File: src/rtl/core/ppm_frame_decoder_unit_assert.svh
// Assertion macros for the PPM frame decoder.
// Used by the top level only; no other dependencies.
`ifndef PPM_FRAME_DECODER_UNIT_ASSERT_SVH
`define PPM_FRAME_DECODER_UNIT_ASSERT_SVH
`ifndef ASSERT_OFF
// Checked property with reset disable.
`define PPMD_ASSERT(lbl, clk, rstn, prop) \
  lbl: assert property (@(posedge clk) disable iff (!(rstn)) (prop)) \
    else $error("ppm frame decoder assertion failed");
// Checked property that also holds during reset.
`define PPMD_ASSERT_ALWAYS(lbl, clk, prop) \
  lbl: assert property (@(posedge clk) (prop)) \
    else $error("ppm frame decoder assertion failed");
`else
`define PPMD_ASSERT(lbl, clk, rstn, prop)
`define PPMD_ASSERT_ALWAYS(lbl, clk, prop)
`endif
`endif

File: src/rtl/core/ppmd_pkg.sv
// Shared types and constants for the PPM frame decoder.
// No dependencies.
package ppmd_pkg;

  localparam int unsigned ChannelsDef = 8;
  localparam int unsigned SlotCntW    = 5;
  localparam int unsigned TsW         = 32;
  localparam int unsigned GapW        = 16;
  localparam int unsigned LockW       = 24;
  localparam int unsigned ApbAddrW    = 3;
  localparam int unsigned ApbDataW    = 32;

  localparam logic [GapW-1:0]  SyncGapRst = 16'd3000;
  localparam logic [LockW-1:0] LockoutRst = 24'd100000;

  typedef enum logic {
    ModeEdge = 1'b0,
    ModeRead = 1'b1
  } mode_e;

  typedef enum logic {
    KindStore = 1'b0,
    KindRead  = 1'b1
  } kind_e;

  typedef enum logic {
    RegSyncGap = 1'b0,
    RegLockout = 1'b1
  } reg_idx_e;

  typedef struct packed {
    logic             valid;
    mode_e            mode;
    logic [TsW-1:0]   ts;
    logic [3:0]       rslot;
  } item_t;

  typedef struct packed {
    logic [GapW-1:0]  gap_min;
    logic [LockW-1:0] lockout;
  } cfg_t;

endpackage

File: src/rtl/core/ppmd_cfg_regs.sv
// APB register file for the PPM frame decoder (sync gap, frame lockout).
// Depends on ppmd_pkg.
module ppmd_cfg_regs (
  input  logic                              clk_i,
  input  logic                              rst_ni,
  input  logic                              psel,
  input  logic                              penable,
  input  logic                              pwrite,
  input  logic [ppmd_pkg::ApbAddrW-1:0]     paddr,
  input  logic [ppmd_pkg::ApbDataW-1:0]     pwdata,
  output logic [ppmd_pkg::ApbDataW-1:0]     prdata,
  output logic                              pready,
  output ppmd_pkg::cfg_t                    cfg_o
);

  ppmd_pkg::cfg_t   cfg_q, cfg_d;
  ppmd_pkg::reg_idx_e idx;
  logic             wr_en;

  // Word addressed: bit 2 picks the register, byte offset bits are ignored.
  assign idx   = ppmd_pkg::reg_idx_e'(paddr[2]);
  assign wr_en = psel && penable && pwrite;
  assign pready = 1'b1;

  always_comb begin
    cfg_d = cfg_q;
    if (wr_en) begin
      unique case (idx)
        ppmd_pkg::RegSyncGap: cfg_d.gap_min = pwdata[ppmd_pkg::GapW-1:0];
        ppmd_pkg::RegLockout: cfg_d.lockout = pwdata[ppmd_pkg::LockW-1:0];
        default: ;
      endcase
    end
  end

  always_comb begin
    unique case (idx)
      ppmd_pkg::RegSyncGap:
        prdata = {{(ppmd_pkg::ApbDataW-ppmd_pkg::GapW){1'b0}}, cfg_q.gap_min};
      ppmd_pkg::RegLockout:
        prdata = {{(ppmd_pkg::ApbDataW-ppmd_pkg::LockW){1'b0}}, cfg_q.lockout};
      default: prdata = '0;
    endcase
  end

  always_ff @(posedge clk_i or negedge rst_ni) begin
    if (!rst_ni) begin
      cfg_q.gap_min <= ppmd_pkg::SyncGapRst;
      cfg_q.lockout <= ppmd_pkg::LockoutRst;
    end else begin
      cfg_q <= cfg_d;
    end
  end

  assign cfg_o = cfg_q;

endmodule

File: src/rtl/core/ppmd_in_reg.sv
// Input register stage of the PPM frame decoder.
// Depends on ppmd_pkg.
module ppmd_in_reg (
  input  logic                      clk_i,
  input  logic                      rst_ni,
  input  logic                      in_valid_i,
  output logic                      in_stall_o,
  input  logic                      mode_i,
  input  logic [ppmd_pkg::TsW-1:0]  timestamp_us_i,
  input  logic [3:0]                read_slot_i,
  input  logic                      advance_i,
  output ppmd_pkg::item_t           item_o
);

  ppmd_pkg::item_t item_q, item_d;
  logic            accept;

  assign in_stall_o = item_q.valid && !advance_i;
  assign accept     = in_valid_i && !in_stall_o;

  always_comb begin
    item_d = item_q;
    if (accept) begin
      item_d.valid = 1'b1;
      item_d.mode  = ppmd_pkg::mode_e'(mode_i);
      item_d.ts    = timestamp_us_i;
      item_d.rslot = read_slot_i;
    end else if (advance_i) begin
      item_d.valid = 1'b0;
    end
  end

  always_ff @(posedge clk_i or negedge rst_ni) begin
    if (!rst_ni) begin
      item_q <= '0;
    end else begin
      item_q <= item_d;
    end
  end

  assign item_o = item_q;

endmodule

File: src/rtl/core/ppmd_core.sv
// Frame state, channel store and result register of the PPM frame decoder.
// Depends on ppmd_pkg.
module ppmd_core #(
  parameter int unsigned CHANNELS = ppmd_pkg::ChannelsDef
) (
  input  logic                      clk_i,
  input  logic                      rst_ni,
  input  ppmd_pkg::item_t           item_i,
  input  ppmd_pkg::cfg_t            cfg_i,
  output logic                      advance_o,
  output logic                      out_valid_o,
  input  logic                      out_stall_i,
  output logic                      kind_o,
  output logic [3:0]                slot_o,
  output logic [ppmd_pkg::TsW-1:0]  width_us_o,
  output logic                      frame_done_o
);

  localparam int unsigned IdxW = (CHANNELS > 1) ? $clog2(CHANNELS) : 1;
  localparam logic [ppmd_pkg::SlotCntW-1:0] ChCnt = ppmd_pkg::SlotCntW'(CHANNELS);

  logic [ppmd_pkg::TsW-1:0]      prev_q, frame_end_q;
  logic [ppmd_pkg::SlotCntW-1:0] next_q, next_inc;
  logic                          armed_q;
  logic [ppmd_pkg::TsW-1:0]      slot_w_q [CHANNELS];

  logic [ppmd_pkg::TsW-1:0] width, since_end, rd_data;
  logic                     is_edge, is_read, locked, sync, store, done, rd_ok;
  logic                     has_res;
  logic [IdxW-1:0]          rd_idx, wr_idx;

  logic                     out_valid_q;
  ppmd_pkg::kind_e          kind_q;
  logic [3:0]               slot_q;
  logic [ppmd_pkg::TsW-1:0] width_q;
  logic                     done_q;

  assign advance_o = item_i.valid && (!out_valid_q || !out_stall_i);
  assign is_edge   = advance_o && (item_i.mode == ppmd_pkg::ModeEdge);
  assign is_read   = advance_o && (item_i.mode == ppmd_pkg::ModeRead);

  assign width     = item_i.ts - prev_q;
  assign since_end = item_i.ts - frame_end_q;
  assign locked    = since_end < {{(ppmd_pkg::TsW-ppmd_pkg::LockW){1'b0}}, cfg_i.lockout};
  assign sync      = width >= {{(ppmd_pkg::TsW-ppmd_pkg::GapW){1'b0}}, cfg_i.gap_min};
  assign store     = is_edge && !locked && !sync && armed_q && (next_q < ChCnt);
  assign next_inc  = next_q + 1'b1;
  assign done      = next_inc >= ChCnt;
  assign wr_idx    = next_q[IdxW-1:0];

  assign rd_ok  = {1'b0, item_i.rslot} < ChCnt;
  assign rd_idx = item_i.rslot[IdxW-1:0];
  assign rd_data = rd_ok ? slot_w_q[rd_idx] : '0;

  assign has_res = is_read || store;

  always_ff @(posedge clk_i or negedge rst_ni) begin
    if (!rst_ni) begin
      prev_q      <= '0;
      frame_end_q <= '0;
      next_q      <= '0;
      armed_q     <= 1'b0;
      for (int i = 0; i < CHANNELS; i++) begin
        slot_w_q[i] <= '0;
      end
    end else if (is_edge) begin
      prev_q <= item_i.ts;
      if (!locked && sync) begin
        next_q  <= '0;
        armed_q <= 1'b1;
      end else if (store) begin
        slot_w_q[wr_idx] <= width;
        next_q           <= next_inc;
        if (done) begin
          frame_end_q <= item_i.ts;
          armed_q     <= 1'b0;
        end
      end
    end
  end

  // Result register: refilled on every advance, drained when not stalled.
  always_ff @(posedge clk_i or negedge rst_ni) begin
    if (!rst_ni) begin
      out_valid_q <= 1'b0;
    end else if (advance_o) begin
      out_valid_q <= has_res;
    end else if (!out_stall_i) begin
      out_valid_q <= 1'b0;
    end
  end

  always_ff @(posedge clk_i) begin
    if (advance_o && has_res) begin
      if (is_read) begin
        kind_q  <= ppmd_pkg::KindRead;
        slot_q  <= item_i.rslot;
        width_q <= rd_data;
        done_q  <= 1'b0;
      end else begin
        kind_q  <= ppmd_pkg::KindStore;
        slot_q  <= next_q[3:0];
        width_q <= width;
        done_q  <= done;
      end
    end
  end

  assign out_valid_o  = out_valid_q;
  assign kind_o       = kind_q;
  assign slot_o       = slot_q;
  assign width_us_o   = width_q;
  assign frame_done_o = done_q;

endmodule

File: src/rtl/core/ppm_frame_decoder_unit.sv
// PPM frame decoder: input register stage, state update and result register.
// Depends on ppmd_pkg, ppmd_cfg_regs, ppmd_in_reg, ppmd_core and the assert header.
//
// Usage: the input channel (in_valid_i / in_stall_o) carries either an edge
// event (mode 0, timestamp_us_i) or a read request (mode 1, read_slot_i).
// Edge events update the stored edge time; a sync gap arms capture, and while
// armed each pulse width is stored and reported (kind 0) with frame_done_o set
// on the last channel. Reads return one stored width (kind 1), 0 beyond the
// channel count. Results leave on out_valid_o / out_stall_i.
// From input transfer to the earliest result transfer, an item passes through
// the input register, then the state update feeding the result register.
// Throughput is one item per cycle; the result register decouples the sides,
// and the input register is only held while a result waits under stall.
// Items that yield no result pass through even while the output is stalled
// only when the result register is empty.
// Reset clears the frame state, the channel store and both valid bits at once;
// registers return to sync gap 3000 us and lockout 100000 us.
// Config (APB, word addressed): 0x0 sync gap, 0x4 frame lockout; write idle.
module ppm_frame_decoder_unit #(
  parameter int unsigned CHANNELS = ppmd_pkg::ChannelsDef
) (
  input  logic                            clk_i,
  input  logic                            rst_ni,
  input  logic                            psel,
  input  logic                            penable,
  input  logic                            pwrite,
  input  logic [ppmd_pkg::ApbAddrW-1:0]   paddr,
  input  logic [ppmd_pkg::ApbDataW-1:0]   pwdata,
  output logic [ppmd_pkg::ApbDataW-1:0]   prdata,
  output logic                            pready,
  input  logic                            in_valid_i,
  output logic                            in_stall_o,
  input  logic                            mode_i,
  input  logic [ppmd_pkg::TsW-1:0]        timestamp_us_i,
  input  logic [3:0]                      read_slot_i,
  output logic                            out_valid_o,
  input  logic                            out_stall_i,
  output logic                            kind_o,
  output logic [3:0]                      slot_o,
  output logic [ppmd_pkg::TsW-1:0]        width_us_o,
  output logic                            frame_done_o
);

`include "ppm_frame_decoder_unit_assert.svh"

  localparam logic [ppmd_pkg::SlotCntW-1:0] ChCnt = ppmd_pkg::SlotCntW'(CHANNELS);

  ppmd_pkg::cfg_t  cfg;
  ppmd_pkg::item_t item;
  logic            advance;
  logic            slot_in_range;

  ppmd_cfg_regs u_cfg (
    .clk_i   (clk_i),
    .rst_ni  (rst_ni),
    .psel    (psel),
    .penable (penable),
    .pwrite  (pwrite),
    .paddr   (paddr),
    .pwdata  (pwdata),
    .prdata  (prdata),
    .pready  (pready),
    .cfg_o   (cfg)
  );

  ppmd_in_reg u_in (
    .clk_i          (clk_i),
    .rst_ni         (rst_ni),
    .in_valid_i     (in_valid_i),
    .in_stall_o     (in_stall_o),
    .mode_i         (mode_i),
    .timestamp_us_i (timestamp_us_i),
    .read_slot_i    (read_slot_i),
    .advance_i      (advance),
    .item_o         (item)
  );

  ppmd_core #(
    .CHANNELS (CHANNELS)
  ) u_core (
    .clk_i        (clk_i),
    .rst_ni       (rst_ni),
    .item_i       (item),
    .cfg_i        (cfg),
    .advance_o    (advance),
    .out_valid_o  (out_valid_o),
    .out_stall_i  (out_stall_i),
    .kind_o       (kind_o),
    .slot_o       (slot_o),
    .width_us_o   (width_us_o),
    .frame_done_o (frame_done_o)
  );

  assign slot_in_range = {1'b0, slot_o} < ChCnt;

  // Input is held back only while the staged item cannot move on.
  `PPMD_ASSERT(a_stall_needs_item, clk_i, rst_ni, in_stall_o |-> (item.valid && out_stall_i))
  // A stored report always names a slot inside the channel count.
  `PPMD_ASSERT(a_store_slot_range, clk_i, rst_ni, (out_valid_o && !kind_o) |-> slot_in_range)
  // Frame end is only ever flagged on a store report.
  `PPMD_ASSERT(a_done_on_store, clk_i, rst_ni, (out_valid_o && frame_done_o) |-> !kind_o)
  // Nothing waits to leave while reset is held.
  `PPMD_ASSERT_ALWAYS(a_reset_empty, clk_i, !rst_ni |=> (!out_valid_o || rst_ni))

endmodule
File: config.mk
export PLATFORM = sky130hd
export DESIGN_NAME = ppm_frame_decoder_unit
export DESIGN_NICKNAME = d
export VERILOG_FILES = /design/src/rtl/core/ppmd_pkg.sv /design/src/rtl/core/ppmd_cfg_regs.sv /design/src/rtl/core/ppmd_in_reg.sv /design/src/rtl/core/ppmd_core.sv /design/src/rtl/core/ppm_frame_decoder_unit.sv
export VERILOG_INCLUDE_DIRS = /design/src /design/src/rtl/core
export SDC_FILE = /design/constraint.sdc
export NUM_CORES = 1
export LEC_CHECK = 0
export ABC_AREA = 1
export BUFFER_PORTS_ARGS = -buffer_cell sky130_fd_sc_hd__buf_4
export CORE_UTILIZATION = 61
export CTS_CLUSTER_DIAMETER = 30
export DETAILED_ROUTE_END_ITERATION = 8
export PLACE_DENSITY = 0.8
export REMOVE_ABC_BUFFERS = 1
export SYNTH_ARGS = -nofsm -noshare
export SYNTH_HDL_FRONTEND = slang
export SYNTH_SLANG_ARGS = --single-unit
File: constraint.sdc
create_clock -name clk_i -period 6.38 [get_ports clk_i]
set_clock_uncertainty 0.15 [all_clocks]
set_input_delay 0.957 -clock clk_i [delete_from_list [all_inputs] [get_ports clk_i]]
set_output_delay 0.957 -clock clk_i [all_outputs]
set_load 0.01 [all_outputs]
==> results.json, run 1 <==
{
  "status": "finished, final reports clean",
  "final-setup-viol-count": 0,
  "slowest_delay_ns": 0.71,
  "endpoint_kind": "register",
  "floorplan.initialDensity_pct": 61.8,
  "die_w_um": 203,
  "cap_violations": 0,
  "p_comb_share_pct": 32.3,
  "grt_pass1_wl_mm": 116,
  "worstMarginPinSlew_ns": 1.14,
  "vias": 22800,
  "antenna_found_initial": 0,
  "cts_buffers": 93,
  "fin_util_pct": 73.8,
  "cts_max_level": 3,
  "yosysWarnings": 0,
  "p_per_area_nw_per_um2": 427,
  "ant_nets": 0,
  "ys_ff_latch": 443,
  "synth_edf_count": 38,
  "dr.pass1.iters": 6,
  "setup.worst_path.start_class": "register",
  "post-route-min-period_ns": 5.22,
  "netlist_instances": 3216,
  "hold_buffers": 0,
  "crit_top_cell": "nand2_1",
  "insertion_delay_ns": 0.64,
  "cts_resized": 0,
  "instances_no_fill": 3942,
  "worst-setup-path-type": "reg -> reg",
  "max_freq_ghz": 0.192,
  "synthArstFlopShare_pct": 91.4,
  "required_ns": 6.68,
  "clock_path_buffers": 3,
  "cts-root-buf": "clkbuf_16",
  "gr-total-overflow": 0,
  "io_buffers": 132,
  "grt_max_degree": 161,
  "intPower_uw": 8010,
  "post_cts_buffers": 0,
  "yosys.cell_types.count": 51,
  "wl_per_cell_um": 18.3,
  "dp_hpwl_mm": 44.7,
  "cp_max_fo": 80,
  "syn_area_um2": 24600,
  "drc": 0,
  "drt_iter0_drc": 2110,
  "syn_to_final_growth_pct": 19.3,
  "grt_pass1_vias": 23200,
  "cp.arrival_ns": 5.52,
  "clk_pin_slew_ns": 0.05,
  "vdd_drop_max_mv": 0.258,
  "total_leakage_power_uw": 0.0153,
  "fin_nets": 3522,
  "swShare_pct": 36.0,
  "gr-usage-all-layers_pct": 35.6,
  "crit_slowest_cell": "xor2_1",
  "dieArea_um2": 41100,
  "syn_area_per_cell_um2": 7.64,
  "seq_power_share_pct": 26.6,
  "coreArea_um2": 39700,
  "antennaDiodeCount": 0,
  "top_level_ports": 152,
  "rows": 73,
  "drive_gt1_share_pct": 11.3,
  "cp_top_family": "simple AND/OR/NAND/NOR gates",
  "fin_crit_sh_pct": 81.8,
  "placed_cells": 3768,
  "cts_tree": "built",
  "power_switching_uw": 4500,
  "viasPerCell": 5.77,
  "ys_seq_area_share_pct": 46.0,
  "relSlewSlack_pct": 24.0,
  "drv_slew": 0,
  "die_height_um": 203,
  "synth-main-ff-cell": "dfrtp_1",
  "hold_violations": 0,
  "worst-path-buf-inv": 2,
  "rsz0062_at_grt": "false",
  "clkPwrFrac_pct": 41.2,
  "hold_path_class": "in -> async",
  "cts_num_sinks": 443,
  "gp_congestion": 0.957,
  "drt_wl_total_mm": 72.0
}
cell families (layout without fill, tap and decap cells):
kind of cell             count (synthesis)  count (layout)  share of synthesized area (%)
multiplexers                             1               1                         0.0458
other                                    2               9                         0.0306
adder cells (fa/ha/maj)                105             105                           5.41
AND/OR/NAND/NOR                       1393            1393                           23.9
AO/OA/AOI/OAI                          564             564                           12.4
flip-flops                             443             443                           46.0
XOR/XNOR                                41              41                           1.46
buffers and inverters                  667             861                           10.7
final cells by class:
type                    count  area, um^2
clock inverters            56         846
fillers                  2911       10400
well taps                 525         657
inverters                 513        1930
multi-input cells        2113       10700
repair buffers            174        1350
clock buffers             118        2540
flip-flops and latches    443       11300
layer usage:
layer	up-vias	routed length (um)	part of all wire, %	track usage (%)
met4	0	3460	4.8	19.3
met2	1105	35400	49	60.6
met1	10800	27500	38	43.3
met3	254	5600	7.8	6.04
met5	-	0	0	0
li1	10600	-	-	-
sequential cells by signal, summed over array words and instances, names as in the netlist:
signal,count
u_cfg.cfg_o,40
u_core.armed_q,1
u_core.frame_done_o,1
u_core.frame_end_q,32
u_core.kind_o,1
u_core.next_q,5
u_core.out_valid_o,1
u_core.prev_q,32
u_core.slot_o,4
u_core.slot_w_q,256
u_core.width_us_o,32
u_in.item_o,38
cell usage after synthesis (4+ instances only):
cell type | count | share of area, %
nor4_1 | 4 | 0.10
clkbuf_1 | 108 | 1.7
buf_2 | 23 | 0.47
ha_1 | 103 | 5.2
o211ai_1 | 15 | 0.46
a31oi_1 | 10 | 0.25
o21ai_1 | 34 | 0.69
buf_8 | 4 | 0.24
inv_1 | 500 | 7.6
nand3b_1 | 5 | 0.15
dfrtp_1 | 392 | 40
o221ai_1 | 19 | 0.68
nand3_1 | 111 | 2.3
nand3_2 | 7 | 0.29
xnor2_1 | 7 | 0.25
edfxtp_1 | 38 | 4.6
dfstp_2 | 13 | 1.4
nand2_2 | 4 | 0.10
buf_4 | 9 | 0.28
o22ai_1 | 13 | 0.33
nand2_1 | 769 | 12
inv_2 | 11 | 0.17
o21ai_0 | 257 | 5.2
nor2_1 | 330 | 5.0
o21bai_1 | 13 | 0.40
xor2_1 | 34 | 1.2
buf_1 | 6 | 0.092
a32o_1 | 6 | 0.24
nand4_1 | 141 | 3.6
nor3_1 | 10 | 0.20
a21oi_1 | 186 | 3.8
worst paths after layout:
| kind | slack [ns] | cells past startpoint | start | end |
|---|---|---|---|---|
| worst max register to register | 1.16 | 25 | u_in.item_o[6] | u_core.frame_end_q[27] |
| min in group clk_i | 0.31 | 2 | u_core.slot_w_q[164] | u_core.slot_w_q[164] |
| worst min-delay path | 0.13 | 1 | rst_ni | u_core.slot_w_q[184] |
| worst max-delay path | 1.16 | 25 | u_in.item_o[6] | u_core.frame_end_q[27] |
| worst min register to register | 0.31 | 2 | u_core.slot_w_q[164] | u_core.slot_w_q[164] |
| max in group asynchronous | 4.59 | 2 | rst_ni | u_core.frame_end_q[15] |
through the flow:
step	instance area (um^2)	power, uW	hold slack (ns)	setup slack, ns	TNS [ns]
floorplan	23900	5830	0.281	-0.0771	-2.93
global placement	25900	7140	0.293	1.47	0
detailed placement	25900	7260	0.297	1.26	0
CTS	29300	12500	0.134	1.18	0
global route	29300	13200	0.167	0.794	0
finish	29300	12500	0.131	1.16	0
power by group through the flow:
stage               Combinational [uW]  Clock, uW  Sequential, uW
floorplan                         2450          0            3380
global placement                  3790          0            3350
detailed placement                3900          0            3360
CTS                               3960       5190            3320
global route                      4470       5330            3350
finish                            4040       5150            3330
cells in the final DEF, fill, tap and decap left out, drive strengths merged:
master and count:
nand2 774, inv 517, dfrtp 392, nor2 334
o21ai 292, a21oi 187, buf 174, nand4 141
nand3 119, clkbuf 118, ha 103, edfxtp 38
xor2 34, clkinv 28, o221ai 19, bufinv 17
o211ai 15, o21bai 13, o22ai 13, dfstp 13
nor3 12, a31oi 10, conb 9, xnor2 7
clkinvlp 7, a32o 6, nand3b 5, nor4 4
o21a 3, a21boi 3, a21o 2, and2 2
and3 2, fa 2, o31a 1, mux2 1
No activity file was read; power rests on OpenSTA's default activity.
==> run 2: changes to the inputs <==
Settings changed: ABC_AREA 1 to 0, CORE_UTILIZATION 61 to 55, PLACE_DENSITY 0.8 to 0.76.
Clock period 6.38 ns to 4.2 ns, I/O delays scaled along.
==> run 2 against run 1 <==
Combinational power increased by 59%; sequential share of layout area is 3.6 points lower; highest routed layer unchanged; first-iteration DRC count decreased by 28%; routed wire length rose by 3.7%; largest cell class is now multi-input gates; the flow now finishes with violations (negative setup slack); clock power increased by 49%; critical path depth rose by 1; flip-flop and latch count stayed put; final cell count decreased by 22%; final area grew 10%; sequential power increased by 52%; synthesized cell count down 39%.
==> results.json, run 2 <==
{
  "status": "finished with violations",
  "violations": "negative setup slack",
  "final-setup-viol-count": 333,
  "dr_wl_met2_mm": 36.9,
  "dp_hpwl_mm": 41.1,
  "top_layer_used": "met4",
  "gr-usage-all-layers_pct": 30.5,
  "endpoint_kind": "register",
  "largest_register": "u_core.slot_w_q",
  "drt_iter0_drc": 1511,
  "p_per_area_nw_per_um2": 594,
  "met3RoutedLength_mm": 4.99,
  "io_buffers": 132,
  "grt_max_degree": 82,
  "yosysMostFrequentCell": "dfrtp_1",
  "relSlewSlack_pct": 17.2,
  "antenna_found_initial": 0,
  "drt_wl_total_mm": 74.6,
  "grt_pass1_wl_mm": 103,
  "yosys.area.top_type": "dfrtp_1",
  "ff_latch_area_um2": 11300,
  "synth-main-ff-cell": "dfrtp_1",
  "dr.pass1.iters": 7,
  "synthMuxAreaShare_pct": 19.9,
  "netlist_top_cells_area": "dfrtp_1 42%, mux2_2 7.5%, mux4_2 6.2%",
  "wl_per_cell_um": 24.4,
  "swShare_pct": 33.1,
  "syn_area_um2": 23300,
  "final_common_cell": "buf_4",
  "synthArstFlopShare_pct": 91.4,
  "synth_common_cells": "392 x dfrtp_1, 156 x mux2_2, 139 x nand2_1",
  "cap_violations": 0,
  "ys_ff_latch": 443,
  "netlist_instances": 1959,
  "yosysTopAreaCellShare_pct": 42.0,
  "total_leakage_power_uw": 0.0150,
  "synth-compound-area-share_pct": 9.30,
  "synthAdderAreaFrac_pct": 5.69,
  "worst-path-buf-inv": 5,
  "synthSimpleGateAreaFrac_pct": 10.3,
  "clkPwrFrac_pct": 40.1,
  "post-route-min-period_ns": 5.47,
  "whs_endpoint": "u_in.item_o[37]",
  "report.power.total_uw": 19200,
  "vias": 18400,
  "gp_congestion": 0.890,
  "vdd_drop_max_mv": 0.553,
  "floorplan.initialDensity_pct": 55.7,
  "holdPathStages": 2,
  "cts_tree": "built",
  "intPower_uw": 12800,
  "cts-root-buf": "clkbuf_16",
  "worstMarginPinSlew_ns": 1.24,
  "hold_start": "in_valid_i",
  "final_cell_mix": "424 x buf_4, 389 x dfrtp_1, 155 x mux2_2",
  "power_switching_uw": 6360,
  "placed_area_um2": 26900,
  "seq_power_share_pct": 26.3,
  "max_freq_ghz": 0.183,
  "drv_slew": 0,
  "r2r_cells": 26,
  "ys_seq_area_share_pct": 48.4,
  "fin_nets": 2631,
  "gr-total-overflow": 0,
  "rsz0062_at_grt": "true",
  "cp.arrival_ns": 5.83,
  "p_comb_share_pct": 33.6,
  "syn_area_per_cell_um2": 11.9,
  "yosysWarnings": 0,
  "grt_pass1_vias": 18900,
  "insertion_delay_ns": 0.63,
  "fin_setup_tns_ns": -373.46,
  "multiInputGateArea_um2": 12000,
  "drc": 0,
  "crit_slowest_cell": "dfrtp_1",
  "fin_ws_ns": -1.27,
  "fin_crit_sh_pct": 130,
  "synth_edf_count": 38,
  "largest_reg_flops": 256,
  "rows": 75,
  "ant_nets": 0,
  "required_ns": 4.57,
  "cp-startpoint": "u_core.frame_end_q[4]",
  "hold_path_class": "in -> reg",
  "r2r-end": "u_core.slot_w_q[115]",
  "setup.worst_path.start_class": "register",
  "synth-xor-area-share_pct": 1.88,
  "cp_max_fo": 8,
  "worstReg2RegStart": "u_core.frame_end_q[4]",
  "synth_top_family_by_area": "multiplexers",
  "coreArea_um2": 41900,
  "met1_length_mm": 28.9,
  "fin_area_um2": 32300,
  "antennaDiodeCount": 0,
  "top_level_ports": 152,
  "yosys.cell_types.count": 83,
  "die_w_um": 208,
  "syn_to_final_growth_pct": 38.4,
  "die_height_um": 208,
  "clock_path_buffers": 3,
  "nFillCells": 2344,
  "drive_gt1_share_pct": 44.8,
  "slowest_delay_ns": 0.38,
  "cp_top_family": "compound AO/OA/AOI/OAI gates",
  "hold_violations": 0,
  "viasPerCell": 6.00,
  "cts_buffers": 90,
  "cts_max_level": 3,
  "clk_pin_slew_ns": 0.05,
  "dieArea_um2": 43300,
  "worst-setup-path-type": "reg -> reg",
  "ff2ff_setup_slack_ns": -1.27,
  "cts_num_sinks": 443
}
run 2: cell types whose count changed in the layout (fill, tap and decap cells not counted), moves of 71 or more:
cell and delta:
inv_1 -376, o21ai_0 -154, a21oi_1 -118, buf_4 +254
nand4_1 -112, mux2_2 +154, nor2_1 -282, nand2_1 -631
nand3_1 -101, nor2b_4 +71
run 2: cell type report:
type	count	share of cell area (%)
Timing Repair Buffer	495	14.1
Inverter	126	1.46
Tap cell	539	2.09
Multi-Input combinational cell	1291	37.3
Clock buffer	103	7.47
Clock inverter	64	2.65
Sequential cell	443	35.0
run 2: worst max path at each step:
stage | end | slack [ns] | depth (start not counted)
floorplan | u_core.frame_end_q[0] | -3.28 | 18
CTS | u_core.slot_w_q[40] | -1.17 | 25
global placement | u_core.slot_w_q[155] | -1.68 | 21
global route | u_core.slot_w_q[115] | -1.47 | 26
finish | u_core.slot_w_q[115] | -1.27 | 26
detailed placement | u_core.slot_w_q[144] | -1.78 | 21
run 2: worst register-to-register path: cells and delay by family, from the launching register on:
| family | cells | cell delay [ns] |
|---|---|---|
| adders and majority gates | 2 | 0.46 |
| DFF | 1 | 0.38 |
| buffers and inverters | 5 | 0.67 |
| and+or+nand+nor | 7 | 1.30 |
| AOI/OAI and AO/OA | 11 | 2.29 |
| xor gates and xnor gates | 1 | 0.14 |
run 2: what timing repair did:
action                                 CTS  global route
endpoints found under the hold margin   71             0
setup endpoints to repair              333           333
hold buffers                             1             0
resized for setup                       83           197
pin swaps                               17            12
gates cloned                             4            23
setup buffers                           23            19
run 2: kinds of logic after synthesis:
logic type      Yosys count
other cells               2
flops                   443
compound gates          343
buf+inv                 232
simple gates            447
fa+ha+maj               105
xor+xnor                 50
mux                     337
run 2: routing by layer:
layer / vias up / track usage [%]
met4: 0 / 13.3
met3: 277 / 5.65
met1: 9266 / 38.3
met5: - / 0
li1: 7979 / -
met2: 851 / 51.7
run 2: metrics by stage:
stage                     utilization, %  setup WS, ns  hold slack (ns)  instances
after global placement              64.1         -1.68            0.312       2828
after CTS                           73.5         -1.17           0.0706       3021
after global routing                77.0         -1.47           0.0709       3061
after detailed placement            64.1         -1.78            0.324       2828
final                               77.0         -1.27           0.0850       3061
after floorplan                        -         -3.28            0.184       1860
run 2: power by group through the flow:
stage	Clock (uW)	Sequential, uW	Combinational (uW)
floorplan	0	5090	2950
global placement	0	5090	5650
detailed placement	0	5090	5780
CTS	7640	5040	6050
global route	7940	5080	6920
finish	7690	5050	6440
